### config.mk
export PLATFORM = sky130hd
export DESIGN_NAME = fbw_queue
export DESIGN_NICKNAME = d
export VERILOG_FILES = /design/src/rtl/core/fbw_queue.sv
export SDC_FILE = /design/constraint.sdc
export NUM_CORES = 1
export LEC_CHECK = 0
export ABC_AREA = 1
export BUFFER_PORTS_ARGS = -buffer_cell sky130_fd_sc_hd__buf_2
export CAP_MARGIN = 30
export CORE_ASPECT_RATIO = 1.5
export CORE_MARGIN = 5
export CORE_UTILIZATION = 54
export CTS_CLUSTER_SIZE = 14
export DETAILED_ROUTE_END_ITERATION = 7
export PLACE_DENSITY = 0.77
export SETUP_SLACK_MARGIN = 0.1
export SYNTH_ARGS = -nofsm -noshare
export SYNTH_HDL_FRONTEND = slang
export SYNTH_SLANG_ARGS = --single-unit
### constraint.sdc
create_clock -name clk -period 1.47 [get_ports clk]
set_input_delay 0.2205 -clock clk [delete_from_list [all_inputs] [get_ports clk]]
set_output_delay 0.2205 -clock clk [all_outputs]
set_load 0.01 [all_outputs]
### src/rtl/core/fbw_queue.sv
// Small register FIFO with occupancy count.
// No dependencies; DEPTH is a power of two.
module fbw_queue #(
  parameter int WIDTH = 8,
  parameter int DEPTH = 4
) (
  input  logic                       clk,
  input  logic                       rst,
  input  logic                       push,
  input  logic [WIDTH-1:0]           din,
  input  logic                       pop,
  output logic [WIDTH-1:0]           dout,
  output logic                       full,
  output logic                       empty,
  output logic [$clog2(DEPTH+1)-1:0] count
);

  localparam int PW = $clog2(DEPTH);
  localparam int CW = $clog2(DEPTH + 1);

  logic [WIDTH-1:0] mem [DEPTH];
  logic [PW-1:0]    head;
  logic [PW-1:0]    tail;

  assign full  = (count == CW'(DEPTH));
  assign empty = (count == '0);
  assign dout  = mem[head];

  always_ff @(posedge clk) begin
    if (push) begin
      mem[tail] <= din;
    end
  end

  always_ff @(posedge clk) begin
    if (rst) begin
      head  <= '0;
      tail  <= '0;
      count <= '0;
    end else begin
      if (push) begin
        tail <= tail + 1'b1;
      end
      if (pop) begin
        head <= head + 1'b1;
      end
      if (push && !pop) begin
        count <= count + 1'b1;
      end else if (pop && !push) begin
        count <= count - 1'b1;
      end
    end
  end

endmodule

==> flow_summary.json, run 1 <==
{
  "status": "finished clean",
  "timing.rr.end": "count[2]",
  "h-tree-depth": 2,
  "worst-endpoint-arrival_ns": 1.21,
  "min_from": "rst",
  "firstDrtPassIters": 4,
  "fin_nets": 186,
  "start_kind": "register",
  "cts_buffers": 5,
  "grt_max_degree": 17,
  "cts_tree": "done",
  "worstSetupEndpointType": "output port",
  "io_buffers": 24,
  "cts_buffer_depth": 2,
  "grt_pass1_wl_um": 4770,
  "postCtsHoldBufs": 0,
  "ys_seq_area_frac": 0.695,
  "routed_wl_um": 2970,
  "dieHeight_um": 77.5,
  "clkSinkCount": 41,
  "syn_area_per_cell_sq_um": 12.3,
  "maxSlewViolCount": 0,
  "ioPinCount": 25,
  "final_cells": 208,
  "power.leakage_uw": 0.000796,
  "worst_pin_slew_ns": 0.358,
  "r2r_slack_ns": 0.17,
  "drv_cap": 0,
  "grtUsageTotal": 0.158,
  "vias": 1093,
  "synth_cell_type_count": 19,
  "grt_pass1_vias": 1165,
  "core_area_sq_um": 2910,
  "drt-initial-drc-count": 22,
  "finalClockSkew_ns": 0.00372,
  "placedCellCount": 198,
  "power_uw": 2490,
  "fp-row-count": 24,
  "slew_headroom": 0.761,
  "ir_drop_v": 0.00116,
  "post-route-util": 0.681,
  "die_area_sq_um": 4270,
  "postSynthCellCount": 134,
  "rsz0062_at_grt": "true",
  "clk_pin_slew_worst_paths_ns": 0.08,
  "drc": 0,
  "setup_viol": 0,
  "netlist_area_sq_um": 1640,
  "start_util": 0.564,
  "diodes": 0,
  "synthToLayoutAreaGrowth_pct": 20.9,
  "drive_above_1_share": 0.314,
  "final_common_cell": "edfxtp_1",
  "crit_type": "reg -> out",
  "synth_top_flop_cell": "edfxtp_1",
  "die_x_um": 55.0,
  "whs_ns": 0.100,
  "cp_max_fo": 8,
  "rr_startpoint": "count[0]",
  "hold_viol": 0,
  "insertion_delay_ns": 0.29,
  "ys_seq_elements": 41,
  "max_freq_mhz": 699,
  "layout_common_cells": "edfxtp_1, buf_2, nor2_1",
  "period_needed_ns": 1.43,
  "worstRegToRegCells": 7,
  "dp.final_hpwl_um": 2080,
  "cts_root_buffer": "clkbuf_8",
  "period_share": 0.973,
  "endpoint": "dout[1]",
  "synth-edff-count": 32,
  "wl_per_cell_um": 14.3,
  "place_congestion": 0.717,
  "syn_nets": 152,
  "required_ns": 1.25,
  "grt-ovfl-total": 0,
  "yosysWarnings": 0,
  "p_per_area_nw_per_um2": 1250,
  "synthArstFlopShare": 0,
  "grt_antenna_before_repair": 0,
  "holdCritPathClass": "in -> reg",
  "ant_nets": 0,
  "via_per_inst": 5.25
}
cell families (layout without fill, tap and decap cells):
family | count (synthesis) | in the layout | synth area share
DFF | 41 | 41 | 0.695
and+or+nand+nor | 35 | 35 | 0.0884
AOI/OAI and AO/OA | 32 | 32 | 0.108
buffers and inverters | 19 | 54 | 0.0526
adders and majority gates | 6 | 6 | 0.0503
xor gates and xnor gates | 1 | 1 | 0.00534
registers in the layout, indices dropped and copies added, names as in the netlist, named ones only:
name and flops:
count 3, head 2, mem 32, tail 2
final cells by class:
cell class | instances | area [sq um]
fillers | 215 | 928
clock inverters | 2 | 15.0
multi-input cells | 74 | 429
clock buffers | 6 | 93.8
repair buffers | 29 | 169
flip-flops and latches | 41 | 1150
well taps | 39 | 48.8
inverters | 17 | 78.8
per-layer routing:
metal	vias to the layer above	track usage	wire [um]	part of all wire
li1	533	-	-	-
met1	524	0.148	1090	0.37
met2	28	0.288	1650	0.56
met3	8	0.0498	157	0.053
met4	0	0.0730	71	0.024
met5	-	0	0	0
critical path, stage by stage, from the launching register on:
cell and delay, ns:
dfxtp_4 0.39, buf_6 0.14, o21ai_1 0.08, o22ai_1 0.16, buf_2 0.16
report_power, final:
part / internal [uW] / leakage, uW / switching, uW / total [uW]
registers: 1310 / 0.000370 / 42.0 / 1350
clock network: 440 / 0.0000569 / 369 / 809
logic: 129 / 0.000369 / 194 / 323
per-stage QoR:
| stage | setup slack, ns | cell area [sq um] | TNS (ns) |
|---|---|---|---|
| 2_1_floorplan | 0.249 | 1640 | 0 |
| 3_3_place_gp | 0.0955 | 1810 | 0 |
| 3_5_place_dp | 0.0200 | 1810 | 0 |
| 4_1_cts | 0.0343 | 1950 | 0 |
| 5_1_grt | -0.0246 | 1980 | -0.118 |
| 6_report | 0.0394 | 1980 | 0 |
what timing repair did:
item	in CTS	in global routing
pin swaps	1	7
gates resized for setup	15	11
setup endpoints to repair	8	24
buffers inserted	0	2
worst min path at each step:
stage	endpoint	slack (ns)	cells past startpoint
after floorplan	count[0]	0.29	1
after global placement	count[0]	0.39	2
after detailed placement	count[0]	0.41	2
after CTS	count[0]	0.09	2
after global routing	count[0]	0.10	2
final	count[0]	0.10	2
cells in the mapped netlist (2+ instances only):
library cell	instances	area [sq um]
edfxtp_1	32	961
nor2_1	19	71.3
o21ai_0	17	85.1
inv_1	16	60.1
dfxtp_1	9	180
nand2_1	9	33.8
o22ai_1	8	50.1
ha_1	5	62.6
a21oi_1	3	15.0
nor2_2	3	18.8
buf_6	2	22.5
nor3_1	2	10.0
o21ai_1	2	10.0
o21ai_2	2	17.5
No activity file was read; power rests on OpenSTA's default activity.
==> inputs of run 2 (changes only) <==
==> constraint.sdc (replaced) <==
create_clock -name clk -period 1.47 [get_ports clk]
set_input_delay 0.0735 -clock clk [delete_from_list [all_inputs] [get_ports clk]]
set_output_delay 0.0735 -clock clk [all_outputs]
set_load 0.01 [all_outputs]
==> flow_summary.json, run 2 (synthesis results as in run 1) <==
{
  "grt_pass1_vias": 1125,
  "sw_frac_of_total": 0.232,
  "hold_viol": 0,
  "firstDrtPassIters": 4,
  "period_needed_ns": 1.29,
  "pwr-share-seq": 0.524,
  "status": "finished clean",
  "power_switching_uw": 600,
  "whs_endpoint": "mem[0][0]",
  "holdCritPathClass": "in -> reg",
  "crit_type": "reg -> out",
  "vias": 1110,
  "die_area_sq_um": 4270,
  "timing.rr.end": "mem[2][1]",
  "ioPinCount": 25,
  "worst-endpoint-arrival_ns": 1.22,
  "wl_per_cell_um": 14.1,
  "power_uw": 2580,
  "largest_register_ffs": 32,
  "p_per_area_nw_per_um2": 1280,
  "final.setup.tns_ns": 0,
  "drc": 0,
  "reg_top3": "mem x32, count x3",
  "core_area_sq_um": 2910,
  "worstRegToRegCells": 4,
  "grt-ovfl-total": 0,
  "cp_max_fo": 16,
  "p_int_uw": 1980,
  "max_freq_mhz": 776,
  "routed_wl_um": 3000,
  "ant_nets": 0,
  "clk_pin_slew_worst_paths_ns": 0.07,
  "required_ns": 1.40,
  "clkSinkCount": 41,
  "start_util": 0.564,
  "finalClockSkew_ns": 0.00194,
  "drt-initial-drc-count": 38,
  "die_x_um": 55.0,
  "setup_viol": 0,
  "maxSlewViolCount": 0,
  "start_kind": "register",
  "synthToLayoutAreaGrowth_pct": 23.1,
  "via_per_inst": 5.21,
  "h-tree-depth": 2,
  "slew_headroom": 0.754,
  "worstSetupEndpointType": "output port",
  "dp_slack_ns": 0.162,
  "grtUsageTotal": 0.161,
  "grt_pass1_wl_um": 4840,
  "grt_max_degree": 17,
  "rr_startpoint": "tail[0]",
  "layout_common_cells": "edfxtp_1, buf_2, nor2_1",
  "ir_drop_v": 0.000869,
  "min_from": "din[0]",
  "pwr-share-clk": 0.354,
  "period_share": 0.877,
  "cts_root_buffer": "clkbuf_8",
  "grt_antenna_before_repair": 0,
  "cts_tree": "done",
  "r2r_slack_ns": 0.19,
  "dp.final_hpwl_um": 2120,
  "top_register": "mem",
  "fp-row-count": 24,
  "fin_nets": 191,
  "combinationalPowerShare": 0.122,
  "cts_buffers": 5,
  "cts_buffer_depth": 2,
  "drive_above_1_share": 0.247,
  "fin_ws_ns": 0.181,
  "diodes": 0,
  "holdPathStages": 1,
  "io_buffers": 24,
  "place_congestion": 0.738,
  "dieHeight_um": 77.5,
  "worst_pin_slew_ns": 0.368,
  "power.leakage_uw": 0.000833,
  "cts_setup_buffers": 0,
  "drv_cap": 0,
  "rsz0062_at_grt": "true",
  "final_common_cell": "edfxtp_1",
  "insertion_delay_ns": 0.29
}
## run 2: changes by cell type in the layout (fill, tap and decap cells not counted), sizes merged
cell and delta:
buf -3, clkinvlp -2, inv +1, dlygate4sd3 +8, clkbuf +1
## run 2: per-layer routing
layer | part of all wire | vias to the layer above | GRT usage
met1 | 0.38 | 532 | 0.160
met3 | 0.048 | 4 | 0.0479
met4 | 0.019 | 0 | 0.0657
met5 | 0 | - | 0
met2 | 0.55 | 28 | 0.290
li1 | - | 546 | -
## run 2: final cells by class
| class | count | area [sq um] |
|---|---|---|
| timing repair buffer | 34 | 219 |
| multi-input combinational | 74 | 414 |
| clock inverter | 1 | 5.00 |
| fill | 233 | 892 |
| tap | 39 | 48.8 |
| sequential | 41 | 1150 |
| inverter | 17 | 68.8 |
| clock buffer | 7 | 119 |
## run 2: power by group through the flow
stage / combinational, uW / clock [uW] / sequential [uW]
3_3_place_gp: 283 / 0 / 1370
4_1_cts: 316 / 926 / 1350
5_1_grt: 358 / 989 / 1360
2_1_floorplan: 177 / 0 / 1380
3_5_place_dp: 300 / 0 / 1380
6_report: 315 / 912 / 1350
## run 2: how the worst max path moves through the flow
| stage | end | slack (ns) | depth (start not counted) |
|---|---|---|---|
| after floorplan | count[2] | 0.26 | 7 |
| after global placement | count[2] | 0.22 | 10 |
| final | dout[3] | 0.18 | 4 |
| after CTS | dout[3] | 0.14 | 4 |
| after global routing | dout[3] | 0.08 | 4 |
| after detailed placement | count[1] | 0.16 | 6 |
## run 2: repair_timing
| item | 4_1_cts | 5_1_grt |
|---|---|---|
| resized for setup | 4 | 3 |
| setup endpoints to repair | 8 | 5 |
| endpoints found under the hold margin | 21 | 6 |
| hold buffers | 6 | 2 |
## run 2: critical path, stage by stage, from the launching register on
cell and delay [ns]:
dfxtp_4 0.36, inv_4 0.16, o21ai_0 0.13, o22ai_1 0.13, buf_2 0.15
## run 2: through the flow
step	util	hold WS, ns	cells	cell area [sq um]
finish	0.694	0.0110	213	2020
global route	0.694	0.00788	213	2020
CTS	0.684	0.00121	211	1990
detailed placement	0.619	0.254	197	1800
global placement	0.619	0.251	197	1800
floorplan	-	0.146	134	1640
