<file path="config.mk">
export PLATFORM = sky130hd
export DESIGN_NAME = fbw_front
export DESIGN_NICKNAME = d
export VERILOG_FILES = /design/src/rtl/core/fbw_pkg.sv /design/src/rtl/core/fbw_front.sv
export SDC_FILE = /design/constraint.sdc
export NUM_CORES = 1
export LEC_CHECK = 0
export ABC_AREA = 1
export BUFFER_PORTS_ARGS = -buffer_cell sky130_fd_sc_hd__clkbuf_2
export CAP_MARGIN = 5
export CORE_MARGIN = 3
export CORE_UTILIZATION = 40
export CTS_CLUSTER_SIZE = 24
export DETAILED_ROUTE_END_ITERATION = 16
export SETUP_SLACK_MARGIN = 0.3
export SLEW_MARGIN = 20
export SYNTH_ARGS = -nofsm -noshare
export SYNTH_HDL_FRONTEND = slang
export SYNTH_SLANG_ARGS = --single-unit
</file>
<file path="constraint.sdc">
create_clock -name clk -period 5.2 [get_ports clk]
set_clock_uncertainty 0.05 [all_clocks]
set_input_delay 0.26 -clock clk [delete_from_list [all_inputs] [get_ports clk]]
set_output_delay 0.26 -clock clk [all_outputs]
set_load 0.02 [all_outputs]
</file>
<file path="src/rtl/core/fbw_pkg.sv">
// Package for the bilinear flow warp core: defaults, register and opcode codes,
// configuration and status structs. No dependencies.
package fbw_pkg;

  localparam int DEF_MAX_WIDTH      = 512;
  localparam int DEF_MAX_HEIGHT     = 512;
  localparam int DEF_SAMPLE_BITS    = 16;
  localparam int DEF_FLOW_FRAC_BITS = 5;

  localparam int CFG_BITS       = 10;
  localparam int FLOW_BITS      = 17;
  localparam int PORT_SAMPLE    = 16;
  localparam int QUEUE_DEPTH    = 4;
  localparam int OUT_DEPTH      = 8;
  localparam int OUT_LEVEL_BITS = 4;
  localparam int FLIGHT_BITS    = 3;

  typedef enum logic [1:0] {
    REG_PLANE_WIDTH  = 2'd0,
    REG_PLANE_HEIGHT = 2'd1,
    REG_SHIFT_X      = 2'd2,
    REG_SHIFT_Y      = 2'd3
  } reg_index_t;

  typedef enum logic {
    OP_LOAD       = 1'b0,
    OP_COMPENSATE = 1'b1
  } opcode_t;

  typedef struct packed {
    logic [CFG_BITS-1:0] plane_width;
    logic [CFG_BITS-1:0] plane_height;
    logic [1:0]          shift_x;
    logic [1:0]          shift_y;
  } cfg_t;

  typedef struct packed {
    logic                      out_push;
    logic                      out_full;
    logic [OUT_LEVEL_BITS-1:0] out_level;
    logic [FLIGHT_BITS-1:0]    in_flight;
  } back_status_t;

endpackage

</file>
<file path="src/rtl/core/fbw_front.sv">
// Front end: accepts items, runs the load and raster counters, works out the
// target position and classifies it. Depends on fbw_pkg.
module fbw_front #(
  parameter int MAX_WIDTH      = 512,
  parameter int MAX_HEIGHT     = 512,
  parameter int SAMPLE_BITS    = 16,
  parameter int FLOW_FRAC_BITS = 5
) (
  input  logic                                          clk,
  input  logic                                          rst,
  input  fbw_pkg::cfg_t                                 cfg,
  input  logic [$clog2(MAX_WIDTH+1)-1:0]                eff_w,
  input  logic [$clog2(MAX_HEIGHT+1)-1:0]               eff_h,
  input  logic [$clog2(MAX_WIDTH*MAX_HEIGHT+1)-1:0]     total,
  input  logic                                          in_valid,
  output logic                                          in_ready,
  input  logic                                          in_op,
  input  logic [fbw_pkg::PORT_SAMPLE-1:0]               in_sample,
  input  logic [fbw_pkg::FLOW_BITS-1:0]                 in_flow_x,
  input  logic [fbw_pkg::FLOW_BITS-1:0]                 in_flow_y,
  output logic                                          q_push,
  output logic [3+SAMPLE_BITS+$clog2(MAX_WIDTH)+$clog2(MAX_HEIGHT)
                +2*FLOW_FRAC_BITS+$clog2(MAX_WIDTH*MAX_HEIGHT)-1:0] q_data,
  input  logic                                          q_full
);
  import fbw_pkg::*;

  localparam int F   = FLOW_FRAC_BITS;
  localparam int XW  = $clog2(MAX_WIDTH);
  localparam int YW  = $clog2(MAX_HEIGHT);
  localparam int WW  = $clog2(MAX_WIDTH + 1);
  localparam int HW  = $clog2(MAX_HEIGHT + 1);
  localparam int AW  = $clog2(MAX_WIDTH * MAX_HEIGHT);
  localparam int TW  = $clog2(MAX_WIDTH * MAX_HEIGHT + 1);
  localparam int LW  = AW + TW;
  localparam int PXW = ((XW + F) > FLOW_BITS ? (XW + F) : FLOW_BITS) + 2;
  localparam int PYW = ((YW + F) > FLOW_BITS ? (YW + F) : FLOW_BITS) + 2;

  logic [AW-1:0] la;
  logic [XW-1:0] col;
  logic [YW-1:0] row;

  logic                   acc;
  logic                   is_load;
  logic [SAMPLE_BITS-1:0] smp;
  logic [AW-1:0]          la_cur;
  logic [AW:0]            la_inc;
  logic [AW-1:0]          la_next;
  logic                   col_wrap;
  logic                   row_wrap;
  logic signed [FLOW_BITS-1:0] vx;
  logic signed [FLOW_BITS-1:0] vy;
  logic signed [PXW-1:0]  px;
  logic signed [PYW-1:0]  py;
  logic signed [PXW-1:0]  limx;
  logic signed [PYW-1:0]  limy;
  logic                   outside;
  logic                   last;

  assign in_ready = !q_full;
  assign acc      = in_valid && !q_full;
  assign q_push   = acc;
  assign is_load  = (opcode_t'(in_op) == OP_LOAD);
  assign smp      = in_sample[SAMPLE_BITS-1:0];

  // restart the load address when the plane shrank under it
  always_comb begin
    la_cur  = (LW'(la) >= LW'(total)) ? '0 : la;
    la_inc  = (AW+1)'(la_cur) + 1'b1;
    la_next = (LW'(la_inc) >= LW'(total)) ? '0 : la_inc[AW-1:0];
  end

  assign col_wrap = ((XW+1)'(col) + 1'b1) >= (XW+1)'(eff_w);
  assign row_wrap = ((YW+1)'(row) + 1'b1) >= (YW+1)'(eff_h);
  assign last     = col_wrap && row_wrap;

  always_comb begin
    vx   = $signed(in_flow_x) >>> cfg.shift_x;
    vy   = $signed(in_flow_y) >>> cfg.shift_y;
    px   = $signed(PXW'({col, {F{1'b0}}})) + PXW'(vx);
    py   = $signed(PYW'({row, {F{1'b0}}})) + PYW'(vy);
    limx = $signed(PXW'({eff_w - WW'(1), {F{1'b0}}}));
    limy = $signed(PYW'({eff_h - HW'(1), {F{1'b0}}}));
    outside = (px < 0) || (px > limx) || (py < 0) || (py > limy);
  end

  assign q_data = {in_op, outside, last, smp,
                   px[F +: XW], py[F +: YW], px[F-1:0], py[F-1:0], la_cur};

  always_ff @(posedge clk) begin
    if (rst) begin
      la  <= '0;
      col <= '0;
      row <= '0;
    end else if (acc) begin
      if (is_load) begin
        la <= la_next;
      end else if (col_wrap) begin
        col <= '0;
        row <= row_wrap ? '0 : row + 1'b1;
      end else begin
        col <= col + 1'b1;
      end
    end
  end

endmodule

</file>
==> results.json <==
{
  "clk_pin_slew_ns": 0.06,
  "multi_input_area_um2": 4718,
  "grt_pass1_wl_um": 25920,
  "track_usage": 0.1836,
  "synth_flop_cell": "dfxtp_1",
  "pin_count": 185,
  "p_sw_uw": 332.2,
  "ff_latch_area_um2": 720.7,
  "leakagePower_nw": 3.916,
  "hold_slack_ns": 0.4297,
  "htreeDepth": 2,
  "cts_resized": 0,
  "drive_gt1_frac": 0.1755,
  "rsz0062_at_grt": "no",
  "wl_per_cell_um": 12.78,
  "place_hpwl_um": 13460,
  "synthCells": 946,
  "cts_setup_buffers": 0,
  "wl_met2_um": 6974,
  "end_kind": "output port",
  "rows": 44,
  "clk_latency_ns": 0.28,
  "power_frac_seq": 0.305,
  "core_region_area_um2": 14860,
  "die_area_um2": 17040,
  "drc_errors": 0,
  "final_nets": 1273,
  "synth_warnings": 0,
  "cap_violations": 0,
  "start_util": 0.4174,
  "required_ns": 4.89,
  "finalCritPeriodShare": 0.8504,
  "synth_area_um2": 6205,
  "route.top_layer_used": "met4",
  "min_period_ns": 4.422,
  "hold_start": "la[0]$_SDFFE_PP0P_",
  "power_frac_comb": 0.369,
  "intPower_uw": 582.3,
  "grt_antenna_before_repair": 0,
  "worstSetupStartpoint": "cfg[0]",
  "setup_violations": 0,
  "syn-num-nets": 1166,
  "final_util": 0.4739,
  "clock.fmax_mhz": 226.1,
  "firstDrtPassIters": 5,
  "outcome": "complete, no violations",
  "synth-edff-count": 0,
  "finalSetupTns_ns": 0,
  "arrival_ns": 4.11,
  "placement.io_buffers": 132,
  "p_total_uw": 914.5,
  "min_path_type": "reg -> reg",
  "syn_area_per_cell_um2": 6.559,
  "irDropWorstVdd_mv": 0.1182,
  "cts_hold_buffers": 0,
  "place.gp.congestion": 0.8380,
  "drt_iter0_markers": 309,
  "grt_overflow_total": 0,
  "reg2reg_from": "la[14]$_SDFFE_PP0P_",
  "cts.sinks": 36,
  "slew_violations": 0,
  "r2r_setup_slack_ns": 0.85,
  "die_w_um": 130.5,
  "p_per_area_nw_per_um2": 129.8,
  "routed_wl_um": 15820,
  "clock_path_buffers": 2,
  "async_flop_share": 0,
  "grt_max_degree": 37,
  "ant_nets": 0,
  "cts_tree": "built",
  "ys_seq_area_frac": 0.1162,
  "crit_type": "in -> out",
  "cp_max_fo": 19,
  "wl_met1_um": 8161,
  "ys_types": 52,
  "fp.dieH_um": 130.5,
  "pwr-share-clk": 0.326,
  "tightest_slew_ns": 0.8426,
  "syn2layout_area_growth_pct": 13.53,
  "critPathLaunchType": "input port",
  "placed_area_um2": 6900,
  "wl_met3_um": 668,
  "cts_root_buffer": "clkbuf_16",
  "mostFrequentLayoutCell": "nand2_1",
  "slew_headroom": 0.4383,
  "yosys_register_bits": 36,
  "hold_violations": 0,
  "switching_share": 0.3633,
  "vias": 6080,
  "final_cell_mix": "202 x nand2_1, 140 x inv_1, 132 x clkbuf_2",
  "cts_buffers": 5,
  "finalInstanceArea_um2": 7044,
  "vias_per_cell": 4.911,
  "nFillCells": 1608,
  "antennaDiodeCount": 0,
  "first_global_vias": 5483
}
==> metrics by stage <==
step / setup WS, ns / cells
6_report: 0.7779 / 1238
5_1_grt: 0.3706 / 1238
4_1_cts: 0.8051 / 1238
3_5_place_dp: 0.8237 / 1230
3_3_place_gp: 0.8378 / 1230
2_1_floorplan: 0.8270 / 946
==> routing by layer <==
metal  vias up  GRT usage
met5         -          0
met4         0    0.01028
met3         2    0.02358
met2        98     0.2918
met1      2657     0.2781
li1       3323          -
==> sequential cells by signal, indices dropped and copies added (netlist names) <==
register and cells:
la 18, row 9, col 9
==> cell type report <==
type | count | area share
Clock buffer | 5 | 0.01776
Timing Repair Buffer | 135 | 0.09698
Inverter | 146 | 0.07780
Sequential cell | 36 | 0.1023
Multi-Input combinational cell | 729 | 0.6698
Tap cell | 184 | 0.03268
Clock inverter | 3 | 0.002664
==> logic make-up (layout without fill, tap and decap cells) <==
group                    Yosys count  after routing  synth area share
adder cells (fa/ha/maj)          102            102            0.2081
flip-flops                        36             36            0.1162
multiplexers                      25             25           0.04033
buffers and inverters            181            289            0.1234
XOR/XNOR                          52             52           0.07703
AO/OA/AOI/OAI                    155            155            0.1410
AND/OR/NAND/NOR                  395            395            0.2940
==> critical path: stages <==
cell and delay [ns]:
clkbuf_2 0.34, inv_1 0.24, o21ai_0 0.26, mux2i_1 0.16, fa_1 0.46, nand3_1 0.10
nand2_1 0.08, nand2_1 0.06, nand2_1 0.05, a21oi_1 0.20, o21ai_0 0.17, xor2_1 0.29
ha_1 0.31, nand2_1 0.10, nor2_1 0.05, a211oi_1 0.17, o21ai_0 0.12, nand2_1 0.07
nand2_1 0.04, nand2_1 0.10, o21ai_0 0.10, nor2_1 0.10, nand4_1 0.09, clkbuf_2 0.16
==> cells in the mapped netlist, types with 3 or more instances <==
master,instances,area (um2)
nand2_1,202,758.2
inv_1,140,525.5
ha_1,100,1251
nor2_1,77,289.0
a21oi_1,70,350.3
o21ai_0,43,215.2
nand3_1,40,200.2
xor2_1,40,350.3
dfxtp_1,36,720.7
mux2i_1,25,250.2
buf_4,19,142.6
nand4_1,15,93.84
nor3_1,13,65.06
nor2_4,10,112.6
xnor2_1,9,78.83
a211oi_1,8,60.06
and2_1,7,43.79
a22oi_1,6,45.04
buf_2,6,30.03
clkbuf_1,6,22.52
or2_2,6,37.54
inv_2,5,18.77
o21ai_1,5,25.02
a21o_1,4,30.03
a31oi_1,4,25.02
nand2_2,4,25.02
nand3b_1,4,30.03
nor2_2,4,25.02
o211ai_1,4,30.03
buf_1,3,11.26
nor4_1,3,18.77
o21a_1,3,22.52
==> final timing paths <==
kind,endpoint,depth (start not counted)
worst max-delay path,q_data[63],24
worst min-delay path,la[0]$_SDFFE_PP0P_,2
worst max register to register,la[12]$_SDFFE_PP0P_,27
worst min register to register,la[0]$_SDFFE_PP0P_,2
==> power groups by stage <==
stage          Clock [mW]  Combinational [mW]  Sequential, mW
6_report            0.298               0.337           0.279
5_1_grt             0.326               0.383           0.279
4_1_cts             0.312               0.341           0.279
3_5_place_dp            0               0.339           0.285
3_3_place_gp            0               0.336           0.285
2_1_floorplan           0               0.248           0.284
Note: power is estimated with default switching activity, not from simulation.
